File: src/design/mlsd_pkg.sv
package mlsd_pkg;

  localparam int unsigned InstrWidth = 32;
  localparam int unsigned AddrWidth  = 64;
  localparam int unsigned CountWidth = 6;
  localparam int unsigned RegWidth   = 5;

  localparam int unsigned SDataWidth = 224;
  localparam int unsigned SUserWidth = 2;
  localparam int unsigned MDataWidth = 152;
  localparam int unsigned MUserWidth = 4;

  localparam logic [AddrWidth-1:0] LowPcLimit = 64'h0000_0000_0001_0000;
  localparam logic [2:0] StrhLslOption = 3'b011;

  localparam logic [InstrWidth-1:0] MaskImm12    = 32'hBFC0_0000;
  localparam logic [InstrWidth-1:0] MaskImm9     = 32'hBFE0_0C00;
  localparam logic [InstrWidth-1:0] MaskVecSc    = 32'h3F40_0000;
  localparam logic [InstrWidth-1:0] MaskVecUs    = 32'h3F60_0C00;
  localparam logic [InstrWidth-1:0] MaskHalfImm  = 32'hFFC0_0000;
  localparam logic [InstrWidth-1:0] MaskHalfImm9 = 32'hFFE0_0C00;
  localparam logic [InstrWidth-1:0] MaskLane     = 32'hBFFF_FC00;

  localparam logic [InstrWidth-1:0] EncStrImm   = 32'hB900_0000;
  localparam logic [InstrWidth-1:0] EncStur     = 32'hB800_0000;
  localparam logic [InstrWidth-1:0] EncVStrSc   = 32'h3D00_0000;
  localparam logic [InstrWidth-1:0] EncVStrUs   = 32'h3C00_0000;
  localparam logic [InstrWidth-1:0] EncVLdrSc   = 32'h3D40_0000;
  localparam logic [InstrWidth-1:0] EncVLdrUs   = 32'h3C40_0000;
  localparam logic [InstrWidth-1:0] EncLdrImm   = 32'hB940_0000;
  localparam logic [InstrWidth-1:0] EncLdur     = 32'hB840_0000;
  localparam logic [InstrWidth-1:0] EncStrhImm  = 32'h7900_0000;
  localparam logic [InstrWidth-1:0] EncSturh    = 32'h7800_0000;
  localparam logic [InstrWidth-1:0] EncStrhReg  = 32'h7820_0800;
  localparam logic [InstrWidth-1:0] EncStpX     = 32'hA900_0000;
  localparam logic [InstrWidth-1:0] EncStpQ     = 32'hAD00_0000;
  localparam logic [InstrWidth-1:0] EncSt1Lane  = 32'h0D00_8400;
  localparam logic [InstrWidth-1:0] EncLdrPost  = 32'hB840_0400;
  localparam logic [InstrWidth-1:0] EncStrPost  = 32'hB800_0400;

  typedef enum logic [2:0] {
    KIND_LD     = 3'd0,
    KIND_ST     = 3'd1,
    KIND_VLD    = 3'd2,
    KIND_VST    = 3'd3,
    KIND_PAIR   = 3'd4,
    KIND_VPAIR  = 3'd5,
    KIND_LANE   = 3'd6
  } kind_t;

  typedef struct packed {
    logic                  supported;
    kind_t                 kind;
    logic [RegWidth-1:0]   data_reg;
    logic [RegWidth-1:0]   second_reg;
    logic                  lane_select;
    logic [AddrWidth-1:0]  offset;
    logic [AddrWidth-1:0]  post_offset;
    logic [CountWidth-1:0] byte_count;
    logic                  word_path;
    logic                  base_update;
    logic [RegWidth-1:0]   base_reg;
  } dec_t;

endpackage

File: src/design/mlsd_decode.sv
module mlsd_decode (
  input  logic [mlsd_pkg::InstrWidth-1:0] instruction,
  input  logic [mlsd_pkg::AddrWidth-1:0]  fault_pc,
  input  logic [mlsd_pkg::AddrWidth-1:0]  index_value,
  input  logic                            vector_context_present,
  output mlsd_pkg::dec_t                  dec
);
  import mlsd_pkg::*;

  logic [InstrWidth-1:0] w;
  logic [1:0]            sz;
  logic [11:0]           imm12;
  logic [2:0]            vscale;
  logic [AddrWidth-1:0]  simm9;
  logic [AddrWidth-1:0]  simm7;
  logic [AddrWidth-1:0]  imm12_sz;
  logic [AddrWidth-1:0]  imm12_vs;
  logic [CountWidth-1:0] count_sz;
  logic                  ok;
  logic                  is_vec;

  assign w        = instruction;
  assign sz       = w[31:30];
  assign imm12    = w[21:10];
  assign vscale   = {1'b0, sz} + (w[23] ? 3'd4 : 3'd0);
  assign simm9    = {{(AddrWidth-9){w[20]}}, w[20:12]};
  assign simm7    = {{(AddrWidth-7){w[21]}}, w[21:15]};
  assign imm12_sz = {52'b0, imm12} << sz;
  assign imm12_vs = {52'b0, imm12} << vscale;
  assign count_sz = CountWidth'(1) << sz;
  assign is_vec   = ((w & MaskVecSc) == EncVStrSc) || ((w & MaskVecUs) == EncVStrUs) ||
                    ((w & MaskVecSc) == EncVLdrSc) || ((w & MaskVecUs) == EncVLdrUs);

  always_comb begin
    dec             = '0;
    ok              = 1'b0;
    dec.data_reg    = w[4:0];
    dec.base_reg    = w[9:5];
    dec.post_offset = simm9;
    if ((w & MaskImm12) == EncStrImm) begin
      ok = 1'b1; dec.kind = KIND_ST; dec.offset = imm12_sz;
      dec.byte_count = count_sz; dec.word_path = (sz == 2'd3);
    end else if ((w & MaskImm9) == EncStur) begin
      ok = 1'b1; dec.kind = KIND_ST; dec.offset = simm9;
      dec.byte_count = count_sz; dec.word_path = (sz == 2'd3);
    end else if (is_vec) begin
      ok = (vscale <= 3'd4) && vector_context_present;
      dec.kind = w[22] ? KIND_VLD : KIND_VST;
      dec.offset = w[24] ? imm12_vs : simm9;
      dec.byte_count = CountWidth'(1) << vscale;
      dec.word_path = (vscale > 3'd2);
    end else if ((w & MaskImm12) == EncLdrImm) begin
      ok = 1'b1; dec.kind = KIND_LD; dec.offset = imm12_sz;
      dec.byte_count = count_sz; dec.word_path = (sz == 2'd3);
    end else if ((w & MaskImm9) == EncLdur) begin
      ok = 1'b1; dec.kind = KIND_LD; dec.offset = simm9;
      dec.byte_count = count_sz; dec.word_path = (sz == 2'd3);
    end else if ((w & MaskHalfImm) == EncStrhImm) begin
      ok = 1'b1; dec.kind = KIND_ST; dec.offset = {51'b0, imm12, 1'b0};
      dec.byte_count = CountWidth'(2);
    end else if ((w & MaskHalfImm9) == EncSturh) begin
      ok = 1'b1; dec.kind = KIND_ST; dec.offset = simm9;
      dec.byte_count = CountWidth'(2);
    end else if ((w & MaskHalfImm9) == EncStrhReg) begin
      ok = (w[15:13] == StrhLslOption);
      dec.kind = KIND_ST;
      dec.offset = w[12] ? {index_value[AddrWidth-2:0], 1'b0} : index_value;
      dec.byte_count = CountWidth'(2);
    end else if ((w & MaskHalfImm) == EncStpX) begin
      ok = 1'b1; dec.kind = KIND_PAIR; dec.second_reg = w[14:10];
      dec.offset = {simm7[AddrWidth-4:0], 3'b0};
      dec.byte_count = CountWidth'(16); dec.word_path = 1'b1;
    end else if ((w & MaskHalfImm) == EncStpQ) begin
      ok = vector_context_present; dec.kind = KIND_VPAIR; dec.second_reg = w[14:10];
      dec.offset = {simm7[AddrWidth-5:0], 4'b0};
      dec.byte_count = CountWidth'(32); dec.word_path = 1'b1;
    end else if ((w & MaskLane) == EncSt1Lane) begin
      ok = vector_context_present; dec.kind = KIND_LANE; dec.lane_select = w[30];
      dec.byte_count = CountWidth'(8); dec.word_path = 1'b1;
    end else if (((w & MaskImm9) == EncLdrPost) || ((w & MaskImm9) == EncStrPost)) begin
      ok = 1'b1; dec.kind = w[22] ? KIND_LD : KIND_ST;
      dec.byte_count = count_sz; dec.word_path = (sz == 2'd3);
      dec.base_update = 1'b1;
    end
    dec.supported = ok && (fault_pc >= LowPcLimit);
  end

endmodule

File: src/design/misaligned_load_store_decode.sv
// Throughput: one instruction per cycle while m_tready holds; stages: decode, address add, mask/align.
// Each stage holds while the one after it is full and stalled.
// Reset: synchronous, active high; clears the stage valid bits only.
module misaligned_load_store_decode (
  input  logic                            clk,
  input  logic                            rst,
  input  logic                            s_tvalid,
  output logic                            s_tready,
  // instruction[31:0], fault_pc[95:32], base_value[159:96], index_value[223:160]
  input  logic [mlsd_pkg::SDataWidth-1:0] s_tdata,
  // address_32bit[0], vector_context_present[1]
  input  logic [mlsd_pkg::SUserWidth-1:0] s_tuser,
  output logic                            m_tvalid,
  input  logic                            m_tready,
  // data_reg[4:0], second_reg[9:5], lane_select[10], access_address[74:11],
  // byte_count[80:75], word_path[81], base_update[82], base_reg[87:83],
  // base_new_value[151:88]
  output logic [mlsd_pkg::MDataWidth-1:0] m_tdata,
  // supported[0], access_kind[3:1]
  output logic [mlsd_pkg::MUserWidth-1:0] m_tuser
);
  import mlsd_pkg::*;

  dec_t                 dec;
  logic                 adv1, adv2, adv3;

  logic                 v1;
  dec_t                 d1;
  logic [AddrWidth-1:0] base1;
  logic                 a32_1;

  logic                 v2;
  dec_t                 d2;
  logic [AddrWidth-1:0] addr2;
  logic [AddrWidth-1:0] newbase2;
  logic                 a32_2;

  logic                 v3;
  logic [MDataWidth-1:0] data3;
  logic [MUserWidth-1:0] user3;

  logic [AddrWidth-1:0]  addr_m;
  logic                  word_m;

  mlsd_decode u_decode (
    .instruction            (s_tdata[31:0]),
    .fault_pc               (s_tdata[95:32]),
    .index_value            (s_tdata[223:160]),
    .vector_context_present (s_tuser[1]),
    .dec                    (dec)
  );

  assign adv3     = !v3 || m_tready;
  assign adv2     = !v2 || adv3;
  assign adv1     = !v1 || adv2;
  assign s_tready = adv1;

  always_ff @(posedge clk) begin
    if (rst) begin
      v1 <= 1'b0;
    end else if (adv1) begin
      v1 <= s_tvalid;
    end
  end

  always_ff @(posedge clk) begin
    if (adv1 && s_tvalid) begin
      d1    <= dec;
      base1 <= s_tdata[159:96];
      a32_1 <= s_tuser[0];
    end
  end

  always_ff @(posedge clk) begin
    if (rst) begin
      v2 <= 1'b0;
    end else if (adv2) begin
      v2 <= v1;
    end
  end

  always_ff @(posedge clk) begin
    if (adv2 && v1) begin
      d2       <= d1;
      addr2    <= base1 + d1.offset;
      newbase2 <= d1.base_update ? base1 + d1.post_offset : '0;
      a32_2    <= a32_1;
    end
  end

  assign addr_m = a32_2 ? {32'b0, addr2[31:0]} : addr2;
  assign word_m = d2.word_path && (addr_m[1:0] == 2'b00);

  always_ff @(posedge clk) begin
    if (rst) begin
      v3 <= 1'b0;
    end else if (adv3) begin
      v3 <= v2;
    end
  end

  always_ff @(posedge clk) begin
    if (adv3 && v2) begin
      if (d2.supported) begin
        data3 <= {newbase2, d2.base_reg, d2.base_update, word_m, d2.byte_count,
                  addr_m, d2.lane_select, d2.second_reg, d2.data_reg};
        user3 <= {d2.kind, 1'b1};
      end else begin
        data3 <= '0;
        user3 <= '0;
      end
    end
  end

  assign m_tvalid = v3;
  assign m_tdata  = data3;
  assign m_tuser  = user3;

  a_unsupported_zero: assert property (@(posedge clk) disable iff (rst)
    (m_tvalid && !m_tuser[0]) |-> (m_tdata == '0 && m_tuser == '0))
    else $error("unsupported result carries nonzero fields");

  a_word_aligned: assert property (@(posedge clk) disable iff (rst)
    (m_tvalid && m_tdata[81]) |-> (m_tdata[12:11] == 2'b00))
    else $error("word path on unaligned address");

  a_count_nonzero: assert property (@(posedge clk) disable iff (rst)
    (m_tvalid && m_tuser[0]) |-> (m_tdata[80:75] != '0))
    else $error("supported result with zero byte count");

  a_stage2_hold: assert property (@(posedge clk) disable iff (rst)
    (v2 && !adv2) |=> (v2 && $stable(addr2) && $stable(newbase2)))
    else $error("stage two lost data while stalled");

  a_update_kind: assert property (@(posedge clk) disable iff (rst)
    (m_tvalid && m_tdata[82]) |-> (m_tuser[3:1] == KIND_LD || m_tuser[3:1] == KIND_ST))
    else $error("base writeback on a non-scalar access");

endmodule
File: config.mk
export PLATFORM = sky130hd
export DESIGN_NAME = misaligned_load_store_decode
export DESIGN_NICKNAME = d
export VERILOG_FILES = /design/src/design/mlsd_pkg.sv /design/src/design/mlsd_decode.sv /design/src/design/misaligned_load_store_decode.sv
export SDC_FILE = /design/constraint.sdc
export NUM_CORES = 1
export LEC_CHECK = 0
export BUFFER_PORTS_ARGS = -buffer_cell sky130_fd_sc_hd__buf_2
export CAP_MARGIN = 20
export CORE_MARGIN = 3
export CORE_UTILIZATION = 50
export CTS_CLUSTER_DIAMETER = 60
export DETAILED_ROUTE_END_ITERATION = 8
export HOLD_SLACK_MARGIN = 0.02
export PLACE_DENSITY = 0.78
export SETUP_SLACK_MARGIN = 0.5
export SYNTH_ARGS = -nofsm -noshare
export SYNTH_HDL_FRONTEND = slang
export SYNTH_SLANG_ARGS = --single-unit
export TNS_END_PERCENT = 50
File: constraint.sdc
create_clock -name clk -period 39.9 [get_ports clk]
set_input_delay 1.995 -clock clk [delete_from_list [all_inputs] [get_ports clk]]
set_output_delay 1.995 -clock clk [all_outputs]
set_load 0.05 [all_outputs]
* Word-level counts from Yosys, hierarchy flattened *
Index checks and enable logic that the tools add are counted.

word-level totals
  register bits after elaboration = 482
  bits in latches = 0
  RAM bits = 0
  bits in read-only memories = 0
  bits of input ports = 230
  output and inout bits = 158
  word-level logic and storage cells = 142
  memories kept = 0

cells by class
  add/subtract/negate cells = 3
  multiply operators = 0
  divide/modulo/power cells = 0
  order comparisons = 3
  equal/unequal tests = 18
  shift operators = 4
  mux-type cells = 58
  bitwise logic cells = 2
  reductions and logical operators = 22

operators with widths
  kind                  count
  $mux 64               12
  $add 64x64->64        2
  $ge 64x17->1 const B  1
  $shl 12x2->64         1
  $shl 12x3->64         1
  $mux 7                8
  $eq 12x12->1 const B  4
  $eq 10x10->1 const B  4
  $mux 3                11
  $eq 13x12->1 const B  2
  $reduce_or 11->1      2
  $eq 21x18->1 const B  1
  $eq 9x9->1 const B    2
  $mux 1                18
  $mux 6                3
  $eq 7x7->1 const B    2
  $eq 10x9->1 const B   1
  $mux 5                2
  $mux 8                1
  $reduce_or 8->1       1
  $logic_or 1x1->1      7
  $logic_and 1x1->1     6
  $mux 2                3
  $shl 1x2->6 const A   1
  10 further kinds      14

* Depth between registers and ports, before layout *
Gate-level depths: netlist (run 1).

  depth after elaboration = 15
  mapped depth = 13
  mapped depth without buffers = 13

* Cells and area by module *
A second synthesis (run 1) with hierarchy kept.

unflattened totals
  cells, all modules = 2,436
  area total of the unflattened synthesis = 29,173.0 sq um

by module, submodules not included
  module                        instances  cells each  area each (sq um)
  misaligned_load_store_decode  1          1,830       24,890.1
  mlsd_decode                   1          606         4,282.9

* Worst setup path before layout (run 1) *
Ideal clock, no wire load.

  path kind = input-to-reg
  from = input port m_tready
  to = register a32_2, enable pin
  setup time = 914 ps
  arrival = 13,414 ps
  setup slack = 25,573 ps
  stages on the path = 2
  path through = nor2b_1 a21boi_0

between the ends
  longest elaborated chain between the ends = 3

ends and longest elaborated chain
  element               line                                RTL
  start, declared       misaligned_load_store_decode.sv:14  input logic m_tready,
  $logic_or 1x1->1      misaligned_load_store_decode.sv:53  assign adv3 = !v3 || m_tready;
  $logic_or 1x1->1      misaligned_load_store_decode.sv:54  assign adv2 = !v2 || adv3;
  $logic_and 1x1->1     misaligned_load_store_decode.sv:83  if (adv2 && v1) begin
  end signal, assigned  misaligned_load_store_decode.sv:87  a32_2 <= a32_1;
  end, declared         misaligned_load_store_decode.sv:36  logic a32_2;

Every way passes these cells.
A chain may end at the register's enable or synchronous reset.

* Worst setup path after layout (run 1) *
  from = input port m_tready
  to = output port s_tready

between the ends
  longest elaborated chain between the ends = 3

ends and longest elaborated chain
  element           line                                RTL
  $logic_or 1x1->1  misaligned_load_store_decode.sv:53
  $logic_or 1x1->1  misaligned_load_store_decode.sv:54
  $logic_or 1x1->1  misaligned_load_store_decode.sv:55  assign adv1 = !v1 || adv2;
  end, declared     misaligned_load_store_decode.sv:8   output logic s_tready,

Every way passes these cells.

==> impl_results.md, run 1 <==
* Die H at 234 um
* Highest clock frequency the design can meet at 196 MHz
* Hold Path Class: flop to flop
* Family with the most delay on the worst path: simple AND/OR/NAND/NOR gates
* Layout cell share with drive strength beyond 1 at 20.1%
* Final critical path time including I/O delays and setup at 5.10 ns
* Number of vias in the routed layout at 19389
* Path depth of the worst reg2reg path at 12
* R2R Path End: newbase2[63]$_SDFFCE_PN0P_
* Wire length of the first global-routing pass at 106 mm
* Main area contributors after synthesis: edfxtp_1 55%, ha_1 6.1%, and2_1 4.3%
* Detailed-placement wirelength estimate at 52.3 mm
* Global routing met1 resource utilization at 37.2%
* Number of logic stages on the critical path including buffering at 4
* Remaining antenna violation count at 0
* Drt first-iter violations at 1876
* Dominant cell type by area after synthesis: edfxtp_1
* Final weighted congestion in routability-driven placement at 0.940
* Sw Ratio at 27.8%
* Most common library cell in the layout ignoring fill and taps: edfxtp_1
* Mean post-synth cell area at 11.6 sq um
* Areal power density over the cells at 46.9 nW/um^2
* Area enclosed by the die boundary at 54700 sq um
* Via count of the first global-routing pass at 18454
* Register bit count reported by yosys at 482
* Post-Syn Nets at 2604
* CTS hold repair buffers at 0
* Worst Path Arrival at 3.10 ns
* Longest individual stage delay on the worst path at 0.56 ns
* Core footprint at 50700 sq um
* Synthesis-to-layout area growth at 16.9%
* EDFF count, synth at 479
* Multi-input combinational cell area at 10900 sq um
* Area of the mapped netlist at 26000 sq um
* Number of maximum-capacitance constraint violations at 0
* Total routed wirelength at 70.8 mm
* Maximum number of pins on one net before global-route repair at 147
* Worst vdd rail ir drop at 0.0000319 V
* Worst reg2reg setup slack at 35.94 ns
* Number of failing hold endpoints at the final stage at 0
* Proportion of power drawn by flip-flops and latches at 43.3%
* Via density per instance at 5.88
* Fraction of post-synthesis cell area in the top cell type by area at 55.4%
* Post-cts gate resize count at 0
* Insertion delay of the later-clocked pin in the worst-skew pair at 0.62 ns
* Buffer depth of the longest clock path at 3
* Worst-path cell with the longest stage delay: nor2b_1
* Launch point of the worst path: m_tready
* Prevailing post-synth register cell: edfxtp_1
* Post-Syn Instances at 2246
* Die Wd at 234 um
* Clock power share at 38.1%
* Combinational fraction of design power at 18.5%
* Number of cell rows at 82
* Final total negative setup slack at 0 ns
* Clock Root Buffer: clkbuf_16
* CP Cell Sequence: buf_2 > nor2b_1 > nand3_1 > buf_2
* Worst Setup Path Type: primary input to output port
* Share of async-settable or async-resettable flops after synthesis at 0%
* Worst setup skew after layout at 0.0186 ns
* Setup repair bufs after CTS at 0
* Number of buffers added on ports at 371
* Residual overflow from global routing at 0
* Crit path launch type: primary input
* Clock H-tree levels at 2
* Layout net count at 2928
* Capturing instance or port of the critical path: s_tready
* Met2 demand-to-capacity share in global routing at 37.1%
* Initial Util at 51.2%
* Area of all sequential standard cells at 14400 sq um
* Pin slew with the least headroom to its limit at 1.12 ns
* Final design area excluding fillers at 30400 sq um
* Portion of netlist area occupied by mux cells at 3.19%
* Synth Warn # at 0
* Cell seen most often among critical-path stages: buf_2
* RSZ-0062 raised after global routing: false
* Outcome: finished clean
* Worst hold margin at 0.417 ns
* GRT Total Usage at 25.3%
* Clock-pin slew reported for the worst setup and hold paths after clock tree synthesis at 0.06 ns
* Worst slew margin at 24.7%
* Cell Int Power at 0.00103 W
* Number of library cell types mapped by synthesis at 92
* Period Utilization, post-route at 12.8%
* Xor/xnor share of the synthesized area at 3.81%
* Number of cells traversed by the worst hold path at 0
* Router iterations before antenna repair at 8
* Fraction of the mapped netlist area in compound gates at 14.8%
* Sinks on Clock Net at 482
* Power spent charging and discharging nets at 0.000395 W
* Sum of buffers and inverters on the critical path at 2
* Standby leakage power at 12.1 nW
* Worst flop-to-flop path startpoint: d1[21]$_DFFE_PP_
* Post-synthesis simple-gate area fraction at 13.9%
* Required time reported for the critical path endpoint at 37.90 ns
* I/O pins at 388
* Number of pins with negative max-slew slack in the final report at 0
* Number of antenna violations at the first check in global routing at 12
* Placed Area at 28300 sq um
* Worst-path fanout max at 6
* Portion of the post-synthesis area used by sequential elements at 55.6%
* Top library cells by usage in the layout, fill and taps aside: 479 x edfxtp_1, 370 x buf_2, 177 x and2_1
* Final-layout fill cell count at 4148
* Grt met3 use at 5.08%
* TritonCTS buffer count at 55
* Adder-Cell Fraction of Synth Area at 6.22%
* DRC at 0
* Endpoint type of the worst setup path: output port
* Combinational family with the most area after synthesis: compound AO/OA/AOI/OAI gates
* Total of endpoints with negative setup slack in the final report at 0
* DR WL/cell at 21.5 um
* Busiest metal layer after global routing: met1
* TritonCTS clock tree: built
## kinds of logic after synthesis
logic type,Yosys count
and+or+nand+nor,699
AOI/OAI and AO/OA,583
DFF,482
buffers and inverters,159
adders and majority gates,128
xor gates and xnor gates,113
muxes,82
## flip-flops by register name (all words and copies together) (netlist names), 4 cells and up
| register | count |
|---|---|
| m_tdata | 152 |
| d1 | 101 |
| addr2 | 64 |
| base1 | 64 |
| newbase2 | 64 |
| d2 | 28 |
| m_tuser | 4 |
## area by class of cell
cell class                 instances  share of cell area (%)
tap                              672                    2.77
inverter                          40                   0.494
clock inverter                    36                    1.67
clock buffer                      68                    4.82
timing repair buffer             386                    6.60
sequential                       482                    47.6
antenna                            8                  0.0659
multi-input combinational       1605                    36.0
## per-stage QoR
stage               total power [W]  cells  setup WS [ns]  utilization [%]
detailed placement         0.000886   3184          34.57             55.9
floorplan                  0.000816   2246          25.57                -
CTS                         0.00143   3288          34.80             59.8
global route                0.00148   3297          34.71             59.9
finish                      0.00142   3297          34.80             59.9
global placement           0.000881   3184          34.74             55.9
## worst min path at each step
stage	startpoint	to	slack, ns
global route	d1[12]$_SDFFCE_PN0P_	d2[12]$_DFFE_PP_	0.43
global placement	d1[0]$_DFFE_PP_	d2[0]$_DFFE_PP_	0.40
floorplan	a32_1$_DFFE_PP_	a32_2$_DFFE_PP_	0.40
detailed placement	d1[143]$_SDFFCE_PP0P_	d2[143]$_DFFE_PP_	0.40
finish	d1[143]$_SDFFCE_PP0P_	d2[143]$_DFFE_PP_	0.42
CTS	d1[143]$_SDFFCE_PP0P_	d2[143]$_DFFE_PP_	0.42
## per-layer routing
metal / vias up / routed length [um]
li1: 9133 / -
met5: - / 20
met3: 157 / 5990
met2: 894 / 30600
met1: 9203 / 31600
met4: 2 / 2590
## worst register-to-register path, cell delays in order, from the launching register on
cell and delay [ns]:
edfxtp_1 0.32, buf_4 0.54, ha_1 0.42, a21o_1 0.25
o21ba_1 0.24, o21ai_0 0.15, o211ai_1 0.30, a31o_2 0.26
a31oi_4 0.12, a21oi_1 0.41, o31ai_2 0.12, xnor2_1 0.47
nor2_1 0.08
## synth_stat cells, types with 32 or more instances
library cell,instances
xnor2_1,58
inv_1,40
nand4_1,39
nand3_1,45
mux2i_1,75
nor3_1,32
edfxtp_1,479
clkbuf_1,91
and2_1,177
nand2_1,142
a21oi_1,156
xor2_1,55
nor2_1,151
o21ai_0,133
a21o_1,72
ha_1,126
## power groups by stage
stage	clock [W]	combinational, W	sequential, W
2_1_floorplan	0	0.000177	0.000639
3_3_place_gp	0	0.000255	0.000625
3_5_place_dp	0	0.000259	0.000626
4_1_cts	0.000553	0.000261	0.000616
5_1_grt	0.000575	0.000291	0.000619
6_report	0.000543	0.000264	0.000617
Note: power is estimated with default switching activity, not from simulation.
==> inputs of run 2 (changes only) <==
- ABC_AREA: not set -> 1
- PLACE_DENSITY: 0.78 -> 0.77
- clock period: 39.9 -> 5.3 ns (I/O delays scaled with it)
==> run 2 against run 1 <==
  * Cell area up 19%
  * Non-clock buffer count up 80
  * Register-to-register slack worse by 34 ns
  * Clock power rose to 6.9 times the previous value
  * Area after synthesis up 19%
  * Sequential power rose to 7.3 times the previous value
  * Critical endpoint is now newbase2[60]$_SDFFCE_PN0P_
==> impl_results.md, run 2 <==
* Outcome: finished clean
* Worst reg2reg setup slack at 1.99 ns
* Combinational family with the most area after synthesis: simple AND/OR/NAND/NOR gates
* Post-Syn Instances at 4057
* Worst flop-to-flop path startpoint: d1[21]$_DFFE_PP_
* Number of failing hold endpoints at the final stage at 0
* Clock-pin slew reported for the worst setup and hold paths after clock tree synthesis at 0.06 ns
* Sinks on Clock Net at 482
* Final critical path time including I/O delays and setup at 3.31 ns
* Number of pins with negative max-slew slack in the final report at 0
* Placed Area at 33500 sq um
* Worst Setup Path Type: flop to flop
* Initial Util at 50.9%
* DRC at 0
* Number of antenna violations at the first check in global routing at 1
* Clock H-tree levels at 2
* GRT Total Usage at 31.3%
* Die Wd at 255 um
* Hold Path Class: primary input to flop
* Layout cell share with drive strength beyond 1 at 11.5%
* Share of async-settable or async-resettable flops after synthesis at 0%
* Die H at 255 um
* Worst Hold Launch: s_tdata[20]
* Multi-input combinational cell area at 13300 sq um
* Post-cts gate resize count at 0
* Register bit count reported by yosys at 482
* Areal power density over the cells at 273 nW/um^2
* Maximum number of pins on one net before global-route repair at 157
* Number of library cell types mapped by synthesis at 51
* Number of cell rows at 90
* Required time reported for the critical path endpoint at 5.65 ns
* Mean post-synth cell area at 7.63 sq um
* Layout net count at 4857
* DR WL/cell at 19.3 um
* Flip-flop count of the largest register after layout at 152
* Worst setup skew after layout at 0.0262 ns
* Number of buffers added on ports at 371
* Total routed wirelength at 103 mm
* Pin slew with the least headroom to its limit at 1.05 ns
* Worst Path Arrival at 3.66 ns
* Number of vias in the routed layout at 28083
* Area enclosed by the die boundary at 64900 sq um
* Detailed-placement wirelength estimate at 80.9 mm
* Area of all sequential standard cells at 14400 sq um
* Post-Syn Nets at 4415
* Post-synthesis simple-gate area fraction at 29.3%
* RSZ-0062 raised after global routing: false
* Number of cells traversed by the worst hold path at 1
* Dominant cell type by area after synthesis: edfxtp_1
* Overall power of the completed layout at 0.00988 W
* Core footprint at 60800 sq um
* EDFF count, synth at 479
* TritonCTS clock tree: built
* Drt first-iter violations at 2371
* Adder-Cell Fraction of Synth Area at 5.23%
* Crit path launch type: flop
* Final total negative setup slack at 0 ns
* CTS hold repair buffers at 84
* Residual overflow from global routing at 0
* Worst slew margin at 29.7%
* TritonCTS buffer count at 51
* Via density per instance at 5.27
* Main area contributors after synthesis: edfxtp_1 46%, nand2_1 17%, inv_1 8.7%
* R2R Path End: newbase2[60]$_SDFFCE_PN0P_
* Min-Delay Endpoint: d1[21]$_DFFE_PP_
* Layout Cells excl Fill at 5325
* Standby leakage power at 18.6 nW
* Area of the mapped netlist at 30900 sq um
* Remaining antenna violation count at 0
* Clock Root Buffer: clkbuf_16
* Endpoint type of the worst setup path: flop
* Synth Warn # at 0
* Worst-path fanout max at 56
* Via count of the first global-routing pass at 26382
* Fraction of post-synthesis cell area in the top cell type by area at 46.5%
* Period Utilization, post-route at 62.5%
* Synthesis-to-layout area growth at 16.8%
* Portion of the post-synthesis area used by sequential elements at 46.7%
* Most common library cell in the layout ignoring fill and taps: nand2_1
* Total of endpoints with negative setup slack in the final report at 0
* Xor/xnor share of the synthesized area at 0.934%
* Final weighted congestion in routability-driven placement at 0.987
* Prevailing post-synth register cell: edfxtp_1
* Path depth of the worst reg2reg path at 13
* Insertion delay of the later-clocked pin in the worst-skew pair at 0.61 ns
* Final design area excluding fillers at 36100 sq um
* Final core utilization at 59.4%
* Wire length of the first global-routing pass at 152 mm
* Portion of netlist area occupied by mux cells at 0.0324%
* Launch point of the worst path: d1[21]$_DFFE_PP_
* Number of maximum-capacitance constraint violations at 0
* Most frequently used cell type in the post-synthesis netlist: nand2_1
* Router iterations before antenna repair at 8
* Worst vdd rail ir drop at 0.000221 V
* Final-layout fill cell count at 5613
* I/O pins at 388
* Highest clock frequency the design can meet at 302 MHz
* Buffer depth of the longest clock path at 3
* Commonest cells post-synth: 1397 x nand2_1, 715 x inv_1, 479 x edfxtp_1
* Fraction of the mapped netlist area in compound gates at 7.60%
* Post-Place Cells at 5144
* Top library cells by usage in the layout, fill and taps aside: 1397 x nand2_1, 712 x inv_1, 479 x edfxtp_1
* Setup repair bufs after CTS at 0
-- run 2: changes by cell type in the layout (fill, tap and decap cells not counted), moves of 71 or more --
cell           previous run  this run
nand3_1                  45       197
a21o_1                   72         1
dlygate4sd3_1             0        84
nor2_1                  151       359
inv_1                    40       712
nand2_1                 142      1397
mux2i_1                  75         1
and2_1                  177        11
-- run 2: logic make-up (layout without fill, tap and decap cells) --
| group | count (synthesis) | count (layout) |
|---|---|---|
| multiplexers | 1 | 1 |
| buffers and inverters | 813 | 1298 |
| XOR/XNOR | 33 | 33 |
| flip-flops | 482 | 482 |
| AND/OR/NAND/NOR | 2164 | 2164 |
| adder cells (fa/ha/maj) | 128 | 128 |
| AO/OA/AOI/OAI | 436 | 436 |
| other | 0 | 1 |
-- run 2: power by group --
group	internal [W]	leakage (nW)	switching, W	total (W)
Sequential	0.00438	4.70	0.000107	0.00449
Combinational	0.000498	13.0	0.00117	0.00167
Clock	0.00216	0.862	0.00156	0.00372
Total	0.00704	18.6	0.00284	0.00988
-- run 2: stage by stage --
stage | hold WS, ns | worst slack, ns
6_report | 0.0605 | 1.99
5_1_grt | 0.0388 | 1.82
4_1_cts | 0.0280 | 2.01
3_5_place_dp | 0.405 | 2.01
3_3_place_gp | 0.400 | 2.00
2_1_floorplan | 0.334 | 0.916
-- run 2: area by class of cell --
class | count | share of cell area (%)
antenna | 1 | 0.00692
clock buffer | 56 | 3.70
clock inverter | 40 | 1.24
inverter | 736 | 7.67
multi-input combinational | 2762 | 36.9
sequential | 482 | 40.0
tap | 782 | 2.71
timing repair buffer | 466 | 7.80
-- run 2: critical path, cell delays in order, from the launching register on --
cell,delay (ns)
edfxtp_1,0.32
buf_4,0.56
ha_1,0.37
nand2_1,0.14
nor2_1,0.31
inv_1,0.08
nor2_1,0.16
inv_1,0.14
nor2_1,0.28
nand2_1,0.09
nand2_1,0.22
nand2_1,0.12
a21oi_1,0.17
nor2_1,0.06
-- run 2: layer usage --
metal	vias to the layer above	GRT usage, %	share of wire [%]
met4	0	13.7	4.7
met3	204	3.72	7.2
li1	13936	-	-
met1	12819	41.6	42
met2	1124	51.8	46
met5	-	0	0
-- run 2: worst max-delay path by stage --
stage,end,slack [ns],depth (start not counted)
final,newbase2[60]$_SDFFCE_PN0P_,1.99,13
after global routing,newbase2[36]$_SDFFCE_PN0P_,1.82,15
after CTS,newbase2[60]$_SDFFCE_PN0P_,2.01,13
after detailed placement,newbase2[60]$_SDFFCE_PN0P_,2.01,13
after global placement,newbase2[60]$_SDFFCE_PN0P_,2.00,13
after floorplan,a32_1$_DFFE_PP_,0.92,5
